File: config.mk
export PLATFORM = sky130hd
export DESIGN_NAME = multi_motor_pd_speed_controller_flat
export DESIGN_NICKNAME = d
export VERILOG_FILES = /design/src/sv/mmpd_pkg.sv /design/src/sv/mmpd_if.sv /design/src/sv/multi_motor_pd_speed_controller.sv /design/src/sv/mmpd_div.sv /design/src/flat_wrapper.sv
export SDC_FILE = /design/constraint.sdc
export NUM_CORES = 2
export LEC_CHECK = 0
export BUFFER_PORTS_ARGS = -buffer_cell sky130_fd_sc_hd__buf_2
export CAP_MARGIN = 40
export CORE_MARGIN = 4
export CORE_UTILIZATION = 45
export CTS_CLUSTER_DIAMETER = 100
export CTS_CLUSTER_SIZE = 25
export DETAILED_ROUTE_END_ITERATION = 12
export PLACE_DENSITY = 0.67
export RECOVER_POWER = 100
export SLEW_MARGIN = 20
export SYNTH_ARGS = -nofsm -noshare
export SYNTH_HDL_FRONTEND = slang
export SYNTH_HIERARCHICAL = 1
export SYNTH_SLANG_ARGS = --single-unit
File: constraint.sdc
create_clock -name clk_i -period 9.3 [get_ports clk_i]
set_clock_uncertainty 0.05 [all_clocks]
set_input_delay 2.325 -clock clk_i [delete_from_list [all_inputs] [get_ports clk_i]]
set_output_delay 2.325 -clock clk_i [all_outputs]
set_load 0.02 [all_outputs]
File: src/sv/mmpd_pkg.sv
// Shared constants, register indexes and codes for the multi-motor PD speed controller.
package mmpd_pkg;

  localparam int NUM_MOTORS = 4;
  localparam int SEL_W      = 2;
  localparam int MAX_SEL    = 1 << SEL_W;

  localparam int SPEED_W = 16;
  localparam int PWM_W   = 10;
  localparam int DEN_W   = 15;
  localparam int GAIN_W  = 8;
  localparam int DRIVE_W = 8;
  localparam int CMP_W   = 10;
  localparam int DIR_W   = 2;
  localparam int DBYTE_W = DIR_W * MAX_SEL;

  // Shared multiplier operand widths and product width kept.
  localparam int MUL_A_W   = SPEED_W + 1;
  localparam int MUL_B_W   = PWM_W + 1;
  localparam int MUL_P_W   = MUL_A_W + MUL_B_W;
  localparam int PROD_W    = 27;
  localparam int MAG_W     = PROD_W - 1;
  localparam int DIV_STEPS = MAG_W / 2;
  localparam int DIV_CNT_W = $clog2(DIV_STEPS);

  // Configuration port.
  localparam int CFG_IDX_W  = 3;
  localparam int CFG_DATA_W = 15;

  localparam logic [CFG_IDX_W-1:0] CFG_PWM_SCALE      = 3'd0;
  localparam logic [CFG_IDX_W-1:0] CFG_SPEED_SCALE    = 3'd1;
  localparam logic [CFG_IDX_W-1:0] CFG_GAIN_P         = 3'd2;
  localparam logic [CFG_IDX_W-1:0] CFG_GAIN_D         = 3'd3;
  localparam logic [CFG_IDX_W-1:0] CFG_JUMP_THRESHOLD = 3'd4;
  localparam logic [CFG_IDX_W-1:0] CFG_JUMP_PULLBACK  = 3'd5;

  localparam logic [PWM_W-1:0]  RST_PWM_SCALE      = 10'd100;
  localparam logic [DEN_W-1:0]  RST_SPEED_SCALE    = 15'd100;
  localparam logic [GAIN_W-1:0] RST_GAIN_P         = 8'd1;
  localparam logic [GAIN_W-1:0] RST_GAIN_D         = 8'd1;
  localparam logic [DEN_W-1:0]  RST_JUMP_THRESHOLD = 15'd100;
  localparam logic [DEN_W-1:0]  RST_JUMP_PULLBACK  = 15'd50;

  // Direction codes.
  localparam logic [DIR_W-1:0] DIR_STOP = 2'd0;
  localparam logic [DIR_W-1:0] DIR_REV  = 2'd1;
  localparam logic [DIR_W-1:0] DIR_FWD  = 2'd2;

  localparam logic signed [SPEED_W-1:0] DRIVE_MAX = 16'sd100;
  localparam logic signed [SPEED_W-1:0] DRIVE_MIN = -16'sd100;

endpackage

File: src/sv/mmpd_if.sv
// Valid/ready channel interfaces for input items and result items.
interface mmpd_in_if;
  logic               valid;
  logic               ready;
  logic [1:0]         motor_select;
  logic signed [15:0] measured_speed;
  logic signed [15:0] target_speed;

  modport source (output valid, motor_select, measured_speed, target_speed, input ready);
  modport sink   (input valid, motor_select, measured_speed, target_speed, output ready);
endinterface

interface mmpd_out_if;
  logic              valid;
  logic              ready;
  logic signed [7:0] drive;
  logic [1:0]        direction;
  logic [9:0]        compare_value;
  logic [7:0]        direction_byte;
  logic signed [15:0] error_value;

  modport source (output valid, drive, direction, compare_value, direction_byte, error_value,
                  input ready);
  modport sink   (input valid, drive, direction, compare_value, direction_byte, error_value,
                  output ready);
endinterface

File: src/sv/multi_motor_pd_speed_controller.sv
// Top level: four-motor PD speed controller with setpoint feedforward.
//
//   channel   dir  beat contents
//   --------  ---  ---------------------------------------------------------------
//   items_i   in   motor_select, measured_speed, target_speed
//   results_o out  drive, direction, compare_value, direction_byte, error_value
//   cfg_*     in   write enable, register index, write data (no handshake)
//
// For each beat, a serial divider that retires two quotient bits a cycle runs
// twice (error, then feedforward), and one shared 17x11 multiplier is used in
// four separate steps.
// items_i.ready is high only while the sequencer is idle.
// A result waits in the output register until taken; the next beat may be
// accepted meanwhile, and the sequencer holds at its last step if the output
// register is still full. Reset is asynchronous, active low; it restores the
// register defaults and clears the per-motor history.
module multi_motor_pd_speed_controller (
  input  logic                                clk_i,
  input  logic                                rst_ni,
  input  logic                                cfg_we_i,
  input  logic [mmpd_pkg::CFG_IDX_W-1:0]      cfg_idx_i,
  input  logic [mmpd_pkg::CFG_DATA_W-1:0]     cfg_wdata_i,
  mmpd_in_if.sink                             items_i,
  mmpd_out_if.source                          results_o
);
  import mmpd_pkg::*;

  // Sequencer codes.
  localparam logic [3:0] S_IDLE = 4'd0;
  localparam logic [3:0] S_MUL1 = 4'd1;  // (target - measured) * pwm_scale
  localparam logic [3:0] S_DST1 = 4'd2;  // start error divide, apply jump pull-back
  localparam logic [3:0] S_DIV1 = 4'd3;
  localparam logic [3:0] S_MUL2 = 4'd4;  // adjusted target * pwm_scale
  localparam logic [3:0] S_DST2 = 4'd5;
  localparam logic [3:0] S_DIV2 = 4'd6;
  localparam logic [3:0] S_MULP = 4'd7;  // gain_p * error
  localparam logic [3:0] S_MULD = 4'd8;  // gain_d * error change, start sum
  localparam logic [3:0] S_SUM  = 4'd9;
  localparam logic [3:0] S_OUT  = 4'd10;

  // Configuration registers.
  logic [PWM_W-1:0]  pwm_scale_q, pwm_scale_d;
  logic [DEN_W-1:0]  speed_scale_q, speed_scale_d;
  logic [GAIN_W-1:0] gain_p_q, gain_p_d;
  logic [GAIN_W-1:0] gain_d_q, gain_d_d;
  logic [DEN_W-1:0]  jump_thr_q, jump_thr_d;
  logic [DEN_W-1:0]  jump_pull_q, jump_pull_d;

  // Per-motor history.
  logic signed [SPEED_W-1:0] last_err_q [NUM_MOTORS];
  logic signed [SPEED_W-1:0] last_err_d [NUM_MOTORS];
  logic signed [SPEED_W-1:0] last_tgt_q [NUM_MOTORS];
  logic signed [SPEED_W-1:0] last_tgt_d [NUM_MOTORS];
  logic [DIR_W-1:0]          mdir_q [NUM_MOTORS];
  logic [DIR_W-1:0]          mdir_d [NUM_MOTORS];

  // Sequencer and working registers.
  logic [3:0]                state_q, state_d;
  logic [SEL_W-1:0]          sel_q, sel_d;
  logic signed [SPEED_W-1:0] meas_q, meas_d;
  logic signed [SPEED_W-1:0] tgt_q, tgt_d;
  logic signed [SPEED_W-1:0] prev_t_q, prev_t_d;
  logic signed [SPEED_W-1:0] prev_e_q, prev_e_d;
  logic signed [SPEED_W-1:0] err_q, err_d;
  logic signed [SPEED_W-1:0] ff_q, ff_d;
  logic signed [PROD_W-1:0]  prod_q, prod_d;
  logic [SPEED_W-1:0]        acc_q, acc_d;

  // Output register.
  logic                      ovalid_q, ovalid_d;
  logic signed [DRIVE_W-1:0] drive_q, drive_d;
  logic [DIR_W-1:0]          dir_q, dir_d;
  logic [CMP_W-1:0]          cmp_q, cmp_d;
  logic [DBYTE_W-1:0]        dbyte_q, dbyte_d;
  logic signed [SPEED_W-1:0] errv_q, errv_d;

  // Shared multiplier.
  logic signed [MUL_A_W-1:0] mul_a;
  logic signed [MUL_B_W-1:0] mul_b;
  logic signed [MUL_P_W-1:0] mul_p;

  // Divider hookup.
  logic                     div_start;
  logic                     div_done;
  logic signed [PROD_W-1:0] div_quo;

  // Jump test and result shaping.
  logic signed [MUL_A_W-1:0] jump_diff;
  logic signed [MUL_A_W-1:0] thr_pos;
  logic signed [MUL_A_W-1:0] thr_neg;
  logic signed [SPEED_W-1:0] tgt_adj;
  logic signed [SPEED_W-1:0] sum_s;
  logic signed [SPEED_W-1:0] drive_w;
  logic [DIR_W-1:0]          dir_w;
  logic [DRIVE_W-1:0]        drive_mag;
  logic [CMP_W-1:0]          mag_ext;
  logic [DIR_W-1:0]          dirs_next [MAX_SEL];
  logic [DBYTE_W-1:0]        packed_w;
  logic                      out_free;
  logic                      in_acc;

  mmpd_div u_div (
    .clk_i      (clk_i),
    .rst_ni     (rst_ni),
    .start_i    (div_start),
    .dividend_i (prod_q),
    .divisor_i  (speed_scale_q),
    .done_o     (div_done),
    .quotient_o (div_quo)
  );

  assign items_i.ready = (state_q == S_IDLE);
  assign in_acc        = items_i.valid && items_i.ready;
  assign out_free      = !ovalid_q || results_o.ready;
  assign div_start     = (state_q == S_DST1) || (state_q == S_DST2);

  // Steer the shared multiplier by step.
  always_comb begin
    case (state_q)
      S_MUL1: begin
        mul_a = {tgt_q[SPEED_W-1], tgt_q} - {meas_q[SPEED_W-1], meas_q};
        mul_b = signed'({1'b0, pwm_scale_q});
      end
      S_MUL2: begin
        mul_a = {tgt_q[SPEED_W-1], tgt_q};
        mul_b = signed'({1'b0, pwm_scale_q});
      end
      S_MULP: begin
        mul_a = {err_q[SPEED_W-1], err_q};
        mul_b = {{(MUL_B_W-GAIN_W){gain_p_q[GAIN_W-1]}}, gain_p_q};
      end
      S_MULD: begin
        mul_a = {err_q[SPEED_W-1], err_q} - {prev_e_q[SPEED_W-1], prev_e_q};
        mul_b = {{(MUL_B_W-GAIN_W){gain_d_q[GAIN_W-1]}}, gain_d_q};
      end
      default: begin
        mul_a = '0;
        mul_b = '0;
      end
    endcase
  end

  assign mul_p = mul_a * mul_b;

  // Jump pull-back: move the target back toward the stored one on a large step.
  always_comb begin
    jump_diff = {tgt_q[SPEED_W-1], tgt_q} - {prev_t_q[SPEED_W-1], prev_t_q};
    thr_pos   = signed'({2'b00, jump_thr_q});
    thr_neg   = -thr_pos;
    if (jump_diff >= thr_pos) begin
      tgt_adj = tgt_q - signed'({1'b0, jump_pull_q});
    end else if (jump_diff <= thr_neg) begin
      tgt_adj = tgt_q + signed'({1'b0, jump_pull_q});
    end else begin
      tgt_adj = tgt_q;
    end
  end

  // Clamp the wrapped sum and derive direction, compare value and packed byte.
  always_comb begin
    sum_s = signed'(acc_q);
    if (sum_s <= DRIVE_MIN) begin
      drive_w = DRIVE_MIN;
    end else if (sum_s >= DRIVE_MAX) begin
      drive_w = DRIVE_MAX;
    end else begin
      drive_w = sum_s;
    end
    if (drive_w > 0) begin
      dir_w = DIR_FWD;
    end else if (drive_w < 0) begin
      dir_w = DIR_REV;
    end else begin
      dir_w = DIR_STOP;
    end
    drive_mag = drive_w[SPEED_W-1] ? (~drive_w[DRIVE_W-1:0] + 1'b1) : drive_w[DRIVE_W-1:0];
    mag_ext   = {{(CMP_W-DRIVE_W){1'b0}}, drive_mag};
    for (int i = 0; i < MAX_SEL; i++) begin
      if (i < NUM_MOTORS) begin
        dirs_next[i] = (sel_q == SEL_W'(i)) ? dir_w : mdir_q[i];
      end else begin
        dirs_next[i] = DIR_STOP;
      end
    end
    for (int i = 0; i < MAX_SEL; i++) begin
      packed_w[DBYTE_W-1-DIR_W*i -: DIR_W] = dirs_next[i];
    end
  end

  // Sequencer.
  always_comb begin
    state_d       = state_q;
    sel_d         = sel_q;
    meas_d        = meas_q;
    tgt_d         = tgt_q;
    prev_t_d      = prev_t_q;
    prev_e_d      = prev_e_q;
    err_d         = err_q;
    ff_d          = ff_q;
    prod_d        = prod_q;
    acc_d         = acc_q;
    last_err_d    = last_err_q;
    last_tgt_d    = last_tgt_q;
    mdir_d        = mdir_q;
    ovalid_d      = ovalid_q && !results_o.ready;
    drive_d       = drive_q;
    dir_d         = dir_q;
    cmp_d         = cmp_q;
    dbyte_d       = dbyte_q;
    errv_d        = errv_q;

    // Configuration writes; keep only each register's width.
    pwm_scale_d   = pwm_scale_q;
    speed_scale_d = speed_scale_q;
    gain_p_d      = gain_p_q;
    gain_d_d      = gain_d_q;
    jump_thr_d    = jump_thr_q;
    jump_pull_d   = jump_pull_q;
    if (cfg_we_i) begin
      case (cfg_idx_i)
        CFG_PWM_SCALE:      pwm_scale_d   = cfg_wdata_i[PWM_W-1:0];
        CFG_SPEED_SCALE:    speed_scale_d = cfg_wdata_i[DEN_W-1:0];
        CFG_GAIN_P:         gain_p_d      = cfg_wdata_i[GAIN_W-1:0];
        CFG_GAIN_D:         gain_d_d      = cfg_wdata_i[GAIN_W-1:0];
        CFG_JUMP_THRESHOLD: jump_thr_d    = cfg_wdata_i[DEN_W-1:0];
        CFG_JUMP_PULLBACK:  jump_pull_d   = cfg_wdata_i[DEN_W-1:0];
        default: ;
      endcase
    end

    case (state_q)
      S_IDLE: begin
        if (in_acc) begin
          sel_d    = items_i.motor_select;
          meas_d   = items_i.measured_speed;
          tgt_d    = items_i.target_speed;
          // Unused motor slots read as zero history.
          prev_t_d = '0;
          prev_e_d = '0;
          for (int i = 0; i < NUM_MOTORS; i++) begin
            if (items_i.motor_select == SEL_W'(i)) begin
              prev_t_d = last_tgt_q[i];
              prev_e_d = last_err_q[i];
            end
          end
          state_d = S_MUL1;
        end
      end
      S_MUL1: begin
        prod_d  = mul_p[PROD_W-1:0];
        state_d = S_DST1;
      end
      S_DST1: begin
        tgt_d   = tgt_adj;
        state_d = S_DIV1;
      end
      S_DIV1: begin
        if (div_done) begin
          err_d   = div_quo[SPEED_W-1:0];
          state_d = S_MUL2;
        end
      end
      S_MUL2: begin
        prod_d  = mul_p[PROD_W-1:0];
        state_d = S_DST2;
      end
      S_DST2: begin
        state_d = S_DIV2;
      end
      S_DIV2: begin
        if (div_done) begin
          ff_d    = div_quo[SPEED_W-1:0];
          state_d = S_MULP;
        end
      end
      S_MULP: begin
        prod_d  = mul_p[PROD_W-1:0];
        state_d = S_MULD;
      end
      S_MULD: begin
        // Only the low 16 bits of the sum survive, so add modulo 2^16.
        acc_d   = ff_q + prod_q[SPEED_W-1:0];
        prod_d  = mul_p[PROD_W-1:0];
        state_d = S_SUM;
      end
      S_SUM: begin
        acc_d   = acc_q + prod_q[SPEED_W-1:0];
        state_d = S_OUT;
      end
      S_OUT: begin
        // Hold until the output register can take the beat.
        if (out_free) begin
          for (int i = 0; i < NUM_MOTORS; i++) begin
            if (sel_q == SEL_W'(i)) begin
              last_tgt_d[i] = tgt_q;
              last_err_d[i] = err_q;
              mdir_d[i]     = dir_w;
            end
          end
          ovalid_d = 1'b1;
          drive_d  = drive_w[DRIVE_W-1:0];
          dir_d    = dir_w;
          cmp_d    = (mag_ext << 3) + (mag_ext << 1);
          dbyte_d  = packed_w;
          errv_d   = err_q;
          state_d  = S_IDLE;
        end
      end
      default: begin
        state_d = S_IDLE;
      end
    endcase
  end

  always_ff @(posedge clk_i or negedge rst_ni) begin
    if (!rst_ni) begin
      state_q       <= S_IDLE;
      ovalid_q      <= 1'b0;
      pwm_scale_q   <= RST_PWM_SCALE;
      speed_scale_q <= RST_SPEED_SCALE;
      gain_p_q      <= RST_GAIN_P;
      gain_d_q      <= RST_GAIN_D;
      jump_thr_q    <= RST_JUMP_THRESHOLD;
      jump_pull_q   <= RST_JUMP_PULLBACK;
      for (int i = 0; i < NUM_MOTORS; i++) begin
        last_err_q[i] <= '0;
        last_tgt_q[i] <= '0;
        mdir_q[i]     <= DIR_STOP;
      end
    end else begin
      state_q       <= state_d;
      ovalid_q      <= ovalid_d;
      pwm_scale_q   <= pwm_scale_d;
      speed_scale_q <= speed_scale_d;
      gain_p_q      <= gain_p_d;
      gain_d_q      <= gain_d_d;
      jump_thr_q    <= jump_thr_d;
      jump_pull_q   <= jump_pull_d;
      last_err_q    <= last_err_d;
      last_tgt_q    <= last_tgt_d;
      mdir_q        <= mdir_d;
    end
  end

  always_ff @(posedge clk_i) begin
    sel_q    <= sel_d;
    meas_q   <= meas_d;
    tgt_q    <= tgt_d;
    prev_t_q <= prev_t_d;
    prev_e_q <= prev_e_d;
    err_q    <= err_d;
    ff_q     <= ff_d;
    prod_q   <= prod_d;
    acc_q    <= acc_d;
    drive_q  <= drive_d;
    dir_q    <= dir_d;
    cmp_q    <= cmp_d;
    dbyte_q  <= dbyte_d;
    errv_q   <= errv_d;
  end

  assign results_o.valid          = ovalid_q;
  assign results_o.drive          = drive_q;
  assign results_o.direction      = dir_q;
  assign results_o.compare_value  = cmp_q;
  assign results_o.direction_byte = dbyte_q;
  assign results_o.error_value    = errv_q;

endmodule

File: src/sv/mmpd_div.sv
// Serial signed divider, two quotient bits per cycle, truncating toward zero.
module mmpd_div (
  input  logic                                  clk_i,
  input  logic                                  rst_ni,
  input  logic                                  start_i,
  input  logic signed [mmpd_pkg::PROD_W-1:0]    dividend_i,
  input  logic        [mmpd_pkg::DEN_W-1:0]     divisor_i,
  output logic                                  done_o,
  output logic signed [mmpd_pkg::PROD_W-1:0]    quotient_o
);
  import mmpd_pkg::*;

  localparam logic [DIV_CNT_W-1:0] DIV_LAST = DIV_CNT_W'(DIV_STEPS - 1);

  logic                 busy_q, busy_d;
  logic                 done_q, done_d;
  logic [DIV_CNT_W-1:0] cnt_q, cnt_d;
  logic [MAG_W-1:0]     num_q, num_d;
  logic [DEN_W-1:0]     rem_q, rem_d;
  logic [DEN_W-1:0]     den_q, den_d;
  logic                 neg_q, neg_d;
  logic                 zero_q, zero_d;

  logic [PROD_W-1:0] abs_full;
  logic [DEN_W:0]    r1, r2, r1_sub, r2_sub;
  logic              ge1, ge2;
  logic [DEN_W-1:0]  r1s, r2s;
  logic [PROD_W-1:0] mag_ext;

  assign abs_full = dividend_i[PROD_W-1] ? (~dividend_i + 1'b1) : dividend_i;

  // Two restoring steps per cycle.
  always_comb begin
    r1     = {rem_q, num_q[MAG_W-1]};
    ge1    = (r1 >= {1'b0, den_q});
    r1_sub = r1 - {1'b0, den_q};
    r1s    = ge1 ? r1_sub[DEN_W-1:0] : r1[DEN_W-1:0];
    r2     = {r1s, num_q[MAG_W-2]};
    ge2    = (r2 >= {1'b0, den_q});
    r2_sub = r2 - {1'b0, den_q};
    r2s    = ge2 ? r2_sub[DEN_W-1:0] : r2[DEN_W-1:0];
  end

  always_comb begin
    busy_d = busy_q;
    done_d = 1'b0;
    cnt_d  = cnt_q;
    num_d  = num_q;
    rem_d  = rem_q;
    den_d  = den_q;
    neg_d  = neg_q;
    zero_d = zero_q;
    if (start_i) begin
      busy_d = 1'b1;
      cnt_d  = '0;
      num_d  = abs_full[MAG_W-1:0];
      rem_d  = '0;
      den_d  = divisor_i;
      neg_d  = dividend_i[PROD_W-1];
      zero_d = (divisor_i == '0);
    end else if (busy_q) begin
      num_d = {num_q[MAG_W-3:0], ge1, ge2};
      rem_d = r2s;
      cnt_d = cnt_q + 1'b1;
      if (cnt_q == DIV_LAST) begin
        busy_d = 1'b0;
        done_d = 1'b1;
      end
    end
  end

  always_ff @(posedge clk_i or negedge rst_ni) begin
    if (!rst_ni) begin
      busy_q <= 1'b0;
      done_q <= 1'b0;
      cnt_q  <= '0;
    end else begin
      busy_q <= busy_d;
      done_q <= done_d;
      cnt_q  <= cnt_d;
    end
  end

  always_ff @(posedge clk_i) begin
    num_q  <= num_d;
    rem_q  <= rem_d;
    den_q  <= den_d;
    neg_q  <= neg_d;
    zero_q <= zero_d;
  end

  assign mag_ext    = {1'b0, num_q};
  assign done_o     = done_q;
  assign quotient_o = zero_q ? '0 : (neg_q ? signed'(~mag_ext + 1'b1) : signed'(mag_ext));

endmodule

File: src/flat_wrapper.sv
// flat-port wrapper written by rule: the top's interface ports become plain ports
module multi_motor_pd_speed_controller_flat import mmpd_pkg::*;
  (clk_i, rst_ni, cfg_we_i, cfg_idx_i, cfg_wdata_i, items_i_valid, items_i_motor_select, items_i_measured_speed, items_i_target_speed, items_i_ready, results_o_valid, results_o_drive, results_o_direction, results_o_compare_value, results_o_direction_byte, results_o_error_value, results_o_ready);
  mmpd_in_if items_i_i ();
  mmpd_out_if results_o_i ();
  input  logic clk_i;
  input  logic rst_ni;
  input  logic cfg_we_i;
  input  logic [mmpd_pkg::CFG_IDX_W-1:0] cfg_idx_i;
  input  logic [mmpd_pkg::CFG_DATA_W-1:0] cfg_wdata_i;
  input wire logic [$bits(items_i_i.valid)-1:0] items_i_valid;
  input wire logic [$bits(items_i_i.motor_select)-1:0] items_i_motor_select;
  input wire logic [$bits(items_i_i.measured_speed)-1:0] items_i_measured_speed;
  input wire logic [$bits(items_i_i.target_speed)-1:0] items_i_target_speed;
  output wire logic [$bits(items_i_i.ready)-1:0] items_i_ready;
  output wire logic [$bits(results_o_i.valid)-1:0] results_o_valid;
  output wire logic [$bits(results_o_i.drive)-1:0] results_o_drive;
  output wire logic [$bits(results_o_i.direction)-1:0] results_o_direction;
  output wire logic [$bits(results_o_i.compare_value)-1:0] results_o_compare_value;
  output wire logic [$bits(results_o_i.direction_byte)-1:0] results_o_direction_byte;
  output wire logic [$bits(results_o_i.error_value)-1:0] results_o_error_value;
  input wire logic [$bits(results_o_i.ready)-1:0] results_o_ready;
  assign items_i_i.valid = items_i_valid;
  assign items_i_i.motor_select = items_i_motor_select;
  assign items_i_i.measured_speed = items_i_measured_speed;
  assign items_i_i.target_speed = items_i_target_speed;
  assign items_i_ready = items_i_i.ready;
  assign results_o_valid = results_o_i.valid;
  assign results_o_drive = results_o_i.drive;
  assign results_o_direction = results_o_i.direction;
  assign results_o_compare_value = results_o_i.compare_value;
  assign results_o_direction_byte = results_o_i.direction_byte;
  assign results_o_error_value = results_o_i.error_value;
  assign results_o_i.ready = results_o_ready;
  multi_motor_pd_speed_controller u_core (.clk_i(clk_i), .rst_ni(rst_ni), .cfg_we_i(cfg_we_i), .cfg_idx_i(cfg_idx_i), .cfg_wdata_i(cfg_wdata_i), .items_i(items_i_i), .results_o(results_o_i));
endmodule
==> implementation parameters <==
Parameter                              Value

Outcome
  Result of the run    finished with violations
  Violated checks    max-capacitance violations, max-slew violations

Die
  Core area    between 70000 and 80000 um^2
  Starting utilization of the core area    45.31%
  Boundary Pins    just over 100
  Number of rows in the core area    slightly below 100
  Die ar.    between 70000 and 80000 um^2
  Chip Width    approximately 280 um
  Chip height    276.1 um

Job
  Number of maximum-capacitance constraint violations    13

Cells and area
  Post-Layout Inst Area    34580 um^2
  Footprint of the multi-input gates    roughly 18000 um^2
  Fillers    ~6500
  Area used by sequential logic in the layout    12560 um^2
  Nets    approximately 3500
  Area growth from synthesis to final layout    6.946%
  Fraction of final layout cells sized beyond drive strength 1    ~13%

Power
  Comb power frac    between 40% and 50%
  Leakage power figure    ~15 nW
  Power per unit of standard cell area    between 200 and 250 nW/um^2
  Switching power summed over all nets    between 3 and 4 mW
  Sequential cell fraction of total power    37.1%
  Switching part of the total power    about two fifths
  Internal power summed over all cells    approximately 4.6 mW
  Maximum vdd drop    around 0.15 mV
  Clock power share    between 10% and 20%

Critical path
  Register-to-register path setup slack    approximately 740 ps
  Critical path data arrival time    ~8900 ps
  Path depth of the worst reg2reg path    26
  Critical register-to-register path endpoint    u_core/prod_q[26]$_DFFE_PN_
  RR Startpoint    u_core/state_q[1]$_DFFE_PN0P_
  Critical path launch point type    flip-flop
  Worst setup EP type    flip-flop
  Maximum fanout along the worst path    19
  Worst Path Class, Setup    flip-flop to flip-flop
  Required time reported for the critical path endpoint    approximately 9600 ps

Route
  Total Wirelength    roughly 80 mm
  First-pass detailed-route iteration total    5
  Post-route ant nets    0
  Remaining DRCs    0
  Violation count after the first detailed-routing iteration    1737
  DR vias    between 20000 and 25000
  Wire length per cell after detailed routing    19.72 um
  Vias per cell    roughly 5.6

GRT
  First-pass GRT wire length    roughly 130 mm
  Grt ovf    0
  Initial antenna violation count    4
  Number of global-route vias before repair    around 22000
  Maximum number of pins on one net before global-route repair    about 150
  Total global-route track usage    between 20% and 30%

Timing
  Transition time of the tightest slew-check pin    about 4200 ps
  Setup tns final    0 ps
  Worst slew margin relative to its limit    -181.2%
  RSZ-0062 raised after global routing    no
  Final slew viol count    482
  Number of endpoints failing setup at the final stage    0
  Hold Violations, Final    0
  Post-route clock period utilization    92.02%
  Final critical path time including I/O delays and setup    around 8600 ps
  Achievable frequency    between 0.1 and 0.15 GHz

Hold path
  Sink of the worst hold path    u_core/mdir_q[5]$_DFFE_PN0P_
  Worst hold stages    2
  Hold/Removal Path Class    flip-flop to flip-flop
  Hold_sp    u_core/mdir_q[5]$_DFFE_PN0P_

Synth
  Count of yosys warnings during synthesis    6
  Netlist area before placement    32330 um^2
  Post-synthesis instance total    3024
  Mean Syn Cell Area    10.69 um^2

Clocking
  Clock tree from TritonCTS    built
  Clock sink count    between 400 and 500
  Post-cts gate resize count    0
  Buffer depth of the longest clock path    3
  Clock slew at the register clock pins of the worst setup and hold paths    approximately 100 ps
  Clock Latency Late Sink    a little over 600 ps
  Cell at the root of the clock tree    sky130_fd_sc_hd__clkbuf_16
  Quantity of hold-fixing buffers added after cts    0
  Buffers inserted by post-CTS timing repair    0
  H-tree Lvls    1
  Total clock buffers created by CTS    25

Placed design
  GP Congestion    0.8988
  Placed standard-cell area    between 30000 and 40000 um^2
  DP Wirelength    ~60 mm
  # port buffers    roughly 100
placed cells by master (no fill, tap or decap), types with 20 or more instances in the layout:
master,instances
sky130_fd_sc_hd__mux2_2,212
sky130_fd_sc_hd__a21oi_1,127
sky130_fd_sc_hd__clkbuf_1,95
sky130_fd_sc_hd__nand3_1,34
sky130_fd_sc_hd__nand2b_1,32
sky130_fd_sc_hd__inv_1,333
sky130_fd_sc_hd__nand2_1,253
sky130_fd_sc_hd__edfxtp_1,226
sky130_fd_sc_hd__clkbuf_16,27
sky130_fd_sc_hd__o21ai_0,130
sky130_fd_sc_hd__xor2_1,74
sky130_fd_sc_hd__o31ai_1,30
sky130_fd_sc_hd__xnor2_1,102
sky130_fd_sc_hd__mux4_2,32
sky130_fd_sc_hd__nor2_1,236
sky130_fd_sc_hd__and2_1,22
sky130_fd_sc_hd__buf_2,44
sky130_fd_sc_hd__o21a_1,24
sky130_fd_sc_hd__ha_1,209
sky130_fd_sc_hd__fa_1,175
sky130_fd_sc_hd__dfrtp_1,204
sky130_fd_sc_hd__nor2b_1,27
sky130_fd_sc_hd__nor3_1,46
sky130_fd_sc_hd__a21o_1,33
sky130_fd_sc_hd__a211oi_1,20
worst max-delay path: stages (launching register included):
cell                       delay (ps)
sky130_fd_sc_hd__dfrtp_1          620
sky130_fd_sc_hd__nand2b_1         320
sky130_fd_sc_hd__nor2_1           130
sky130_fd_sc_hd__clkbuf_1         560
sky130_fd_sc_hd__or2_0            740
sky130_fd_sc_hd__nand2_1          110
sky130_fd_sc_hd__nand2_1          510
sky130_fd_sc_hd__inv_1            270
sky130_fd_sc_hd__or2_2            380
sky130_fd_sc_hd__fa_1             430
sky130_fd_sc_hd__inv_1             70
sky130_fd_sc_hd__ha_1             160
sky130_fd_sc_hd__fa_1             390
sky130_fd_sc_hd__inv_1             90
sky130_fd_sc_hd__fa_1             440
sky130_fd_sc_hd__fa_1             540
sky130_fd_sc_hd__inv_1             40
sky130_fd_sc_hd__ha_1             320
sky130_fd_sc_hd__nor2b_1          160
sky130_fd_sc_hd__o31a_1           280
sky130_fd_sc_hd__o221ai_1         400
sky130_fd_sc_hd__o31ai_1          190
sky130_fd_sc_hd__and3_1           240
sky130_fd_sc_hd__a21o_1           200
sky130_fd_sc_hd__a211oi_1         320
sky130_fd_sc_hd__o21ai_0          190
sky130_fd_sc_hd__xnor2_1          150
area by class of cell:
class	instances	share of cell area, %
antenna	1	0.007236
clock buffer	39	2.113
inverter	333	3.615
tap	950	3.437
timing repair buffer	141	1.903
clock inverter	7	0.3365
sequential	459	36.32
multi-input combinational	2127	52.27
how the worst max path moves through the flow:
stage	start	end	slack, ps	cells past startpoint
floorplan	results_o_ready	u_core/last_err_q[0]$_DFFE_PN0P_	2070	6
CTS	u_core/err_q[1]$_DFFE_PP_	u_core/prod_q[26]$_DFFE_PN_	1120	27
global route	u_core/state_q[1]$_DFFE_PN0P_	u_core/prod_q[26]$_DFFE_PN_	300	26
finish	u_core/state_q[1]$_DFFE_PN0P_	u_core/prod_q[26]$_DFFE_PN_	740	26
global placement	u_core/err_q[1]$_DFFE_PP_	u_core/prod_q[26]$_DFFE_PN_	1210	27
detailed placement	u_core/err_q[1]$_DFFE_PP_	u_core/prod_q[26]$_DFFE_PN_	1180	27
flip-flops by register name (all words and copies together) (netlist names), 10 cells and up:
name                          count
u_core/last_tgt_q                64
u_core/err_q                     16
u_core/u_div/rem_q               15
u_core/tgt_q                     16
u_core/pwm_scale_q               10
u_core/prod_q                    27
u_core/u_div/den_q               15
u_core/jump_thr_q                15
u_core/ff_q                      16
u_core/results_o.error_value     16
u_core/prev_t_q                  16
u_core/jump_pull_q               15
u_core/speed_scale_q             15
u_core/meas_q                    16
u_core/u_div/num_q               26
u_core/acc_q                     16
u_core/prev_e_q                  16
u_core/last_err_q                64
layer usage:
metal / up-vias / track usage, % / wire (um)
li1: 10650 / - / -
met1: 11130 / 29.75 / 35940
met2: 662 / 33.52 / 37160
met3: 79 / 2.846 / 5344
met4: 2 / 3.978 / 1554
met5: - / 0 / 13
power groups by stage:
stage          clock network (mW)  registers [mW]  logic (mW)
2_1_floorplan                   0            2.76        2.83
3_3_place_gp                    0            2.88        3.50
3_5_place_dp                    0            2.89        3.55
4_1_cts                      1.33            2.84        3.57
5_1_grt                      1.40            2.89        3.95
6_report                     1.29            2.85        3.55
per-stage QoR:
stage / cells / setup slack (ps) / util (%) / power [mW] / hold WS [ps]
after floorplan: 3025 / 2067 / - / 5.587 / 393.1
after global placement: 4001 / 1211 / 47.52 / 6.375 / 405.7
after detailed placement: 4008 / 1182 / 47.68 / 6.434 / 407.6
after CTS: 4054 / 1122 / 48.86 / 7.741 / 425.5
after global routing: 4057 / 304.5 / 48.46 / 8.237 / 443.9
final: 4057 / 742.0 / 48.46 / 7.694 / 429.4
(Power assumes the default switching activity.)
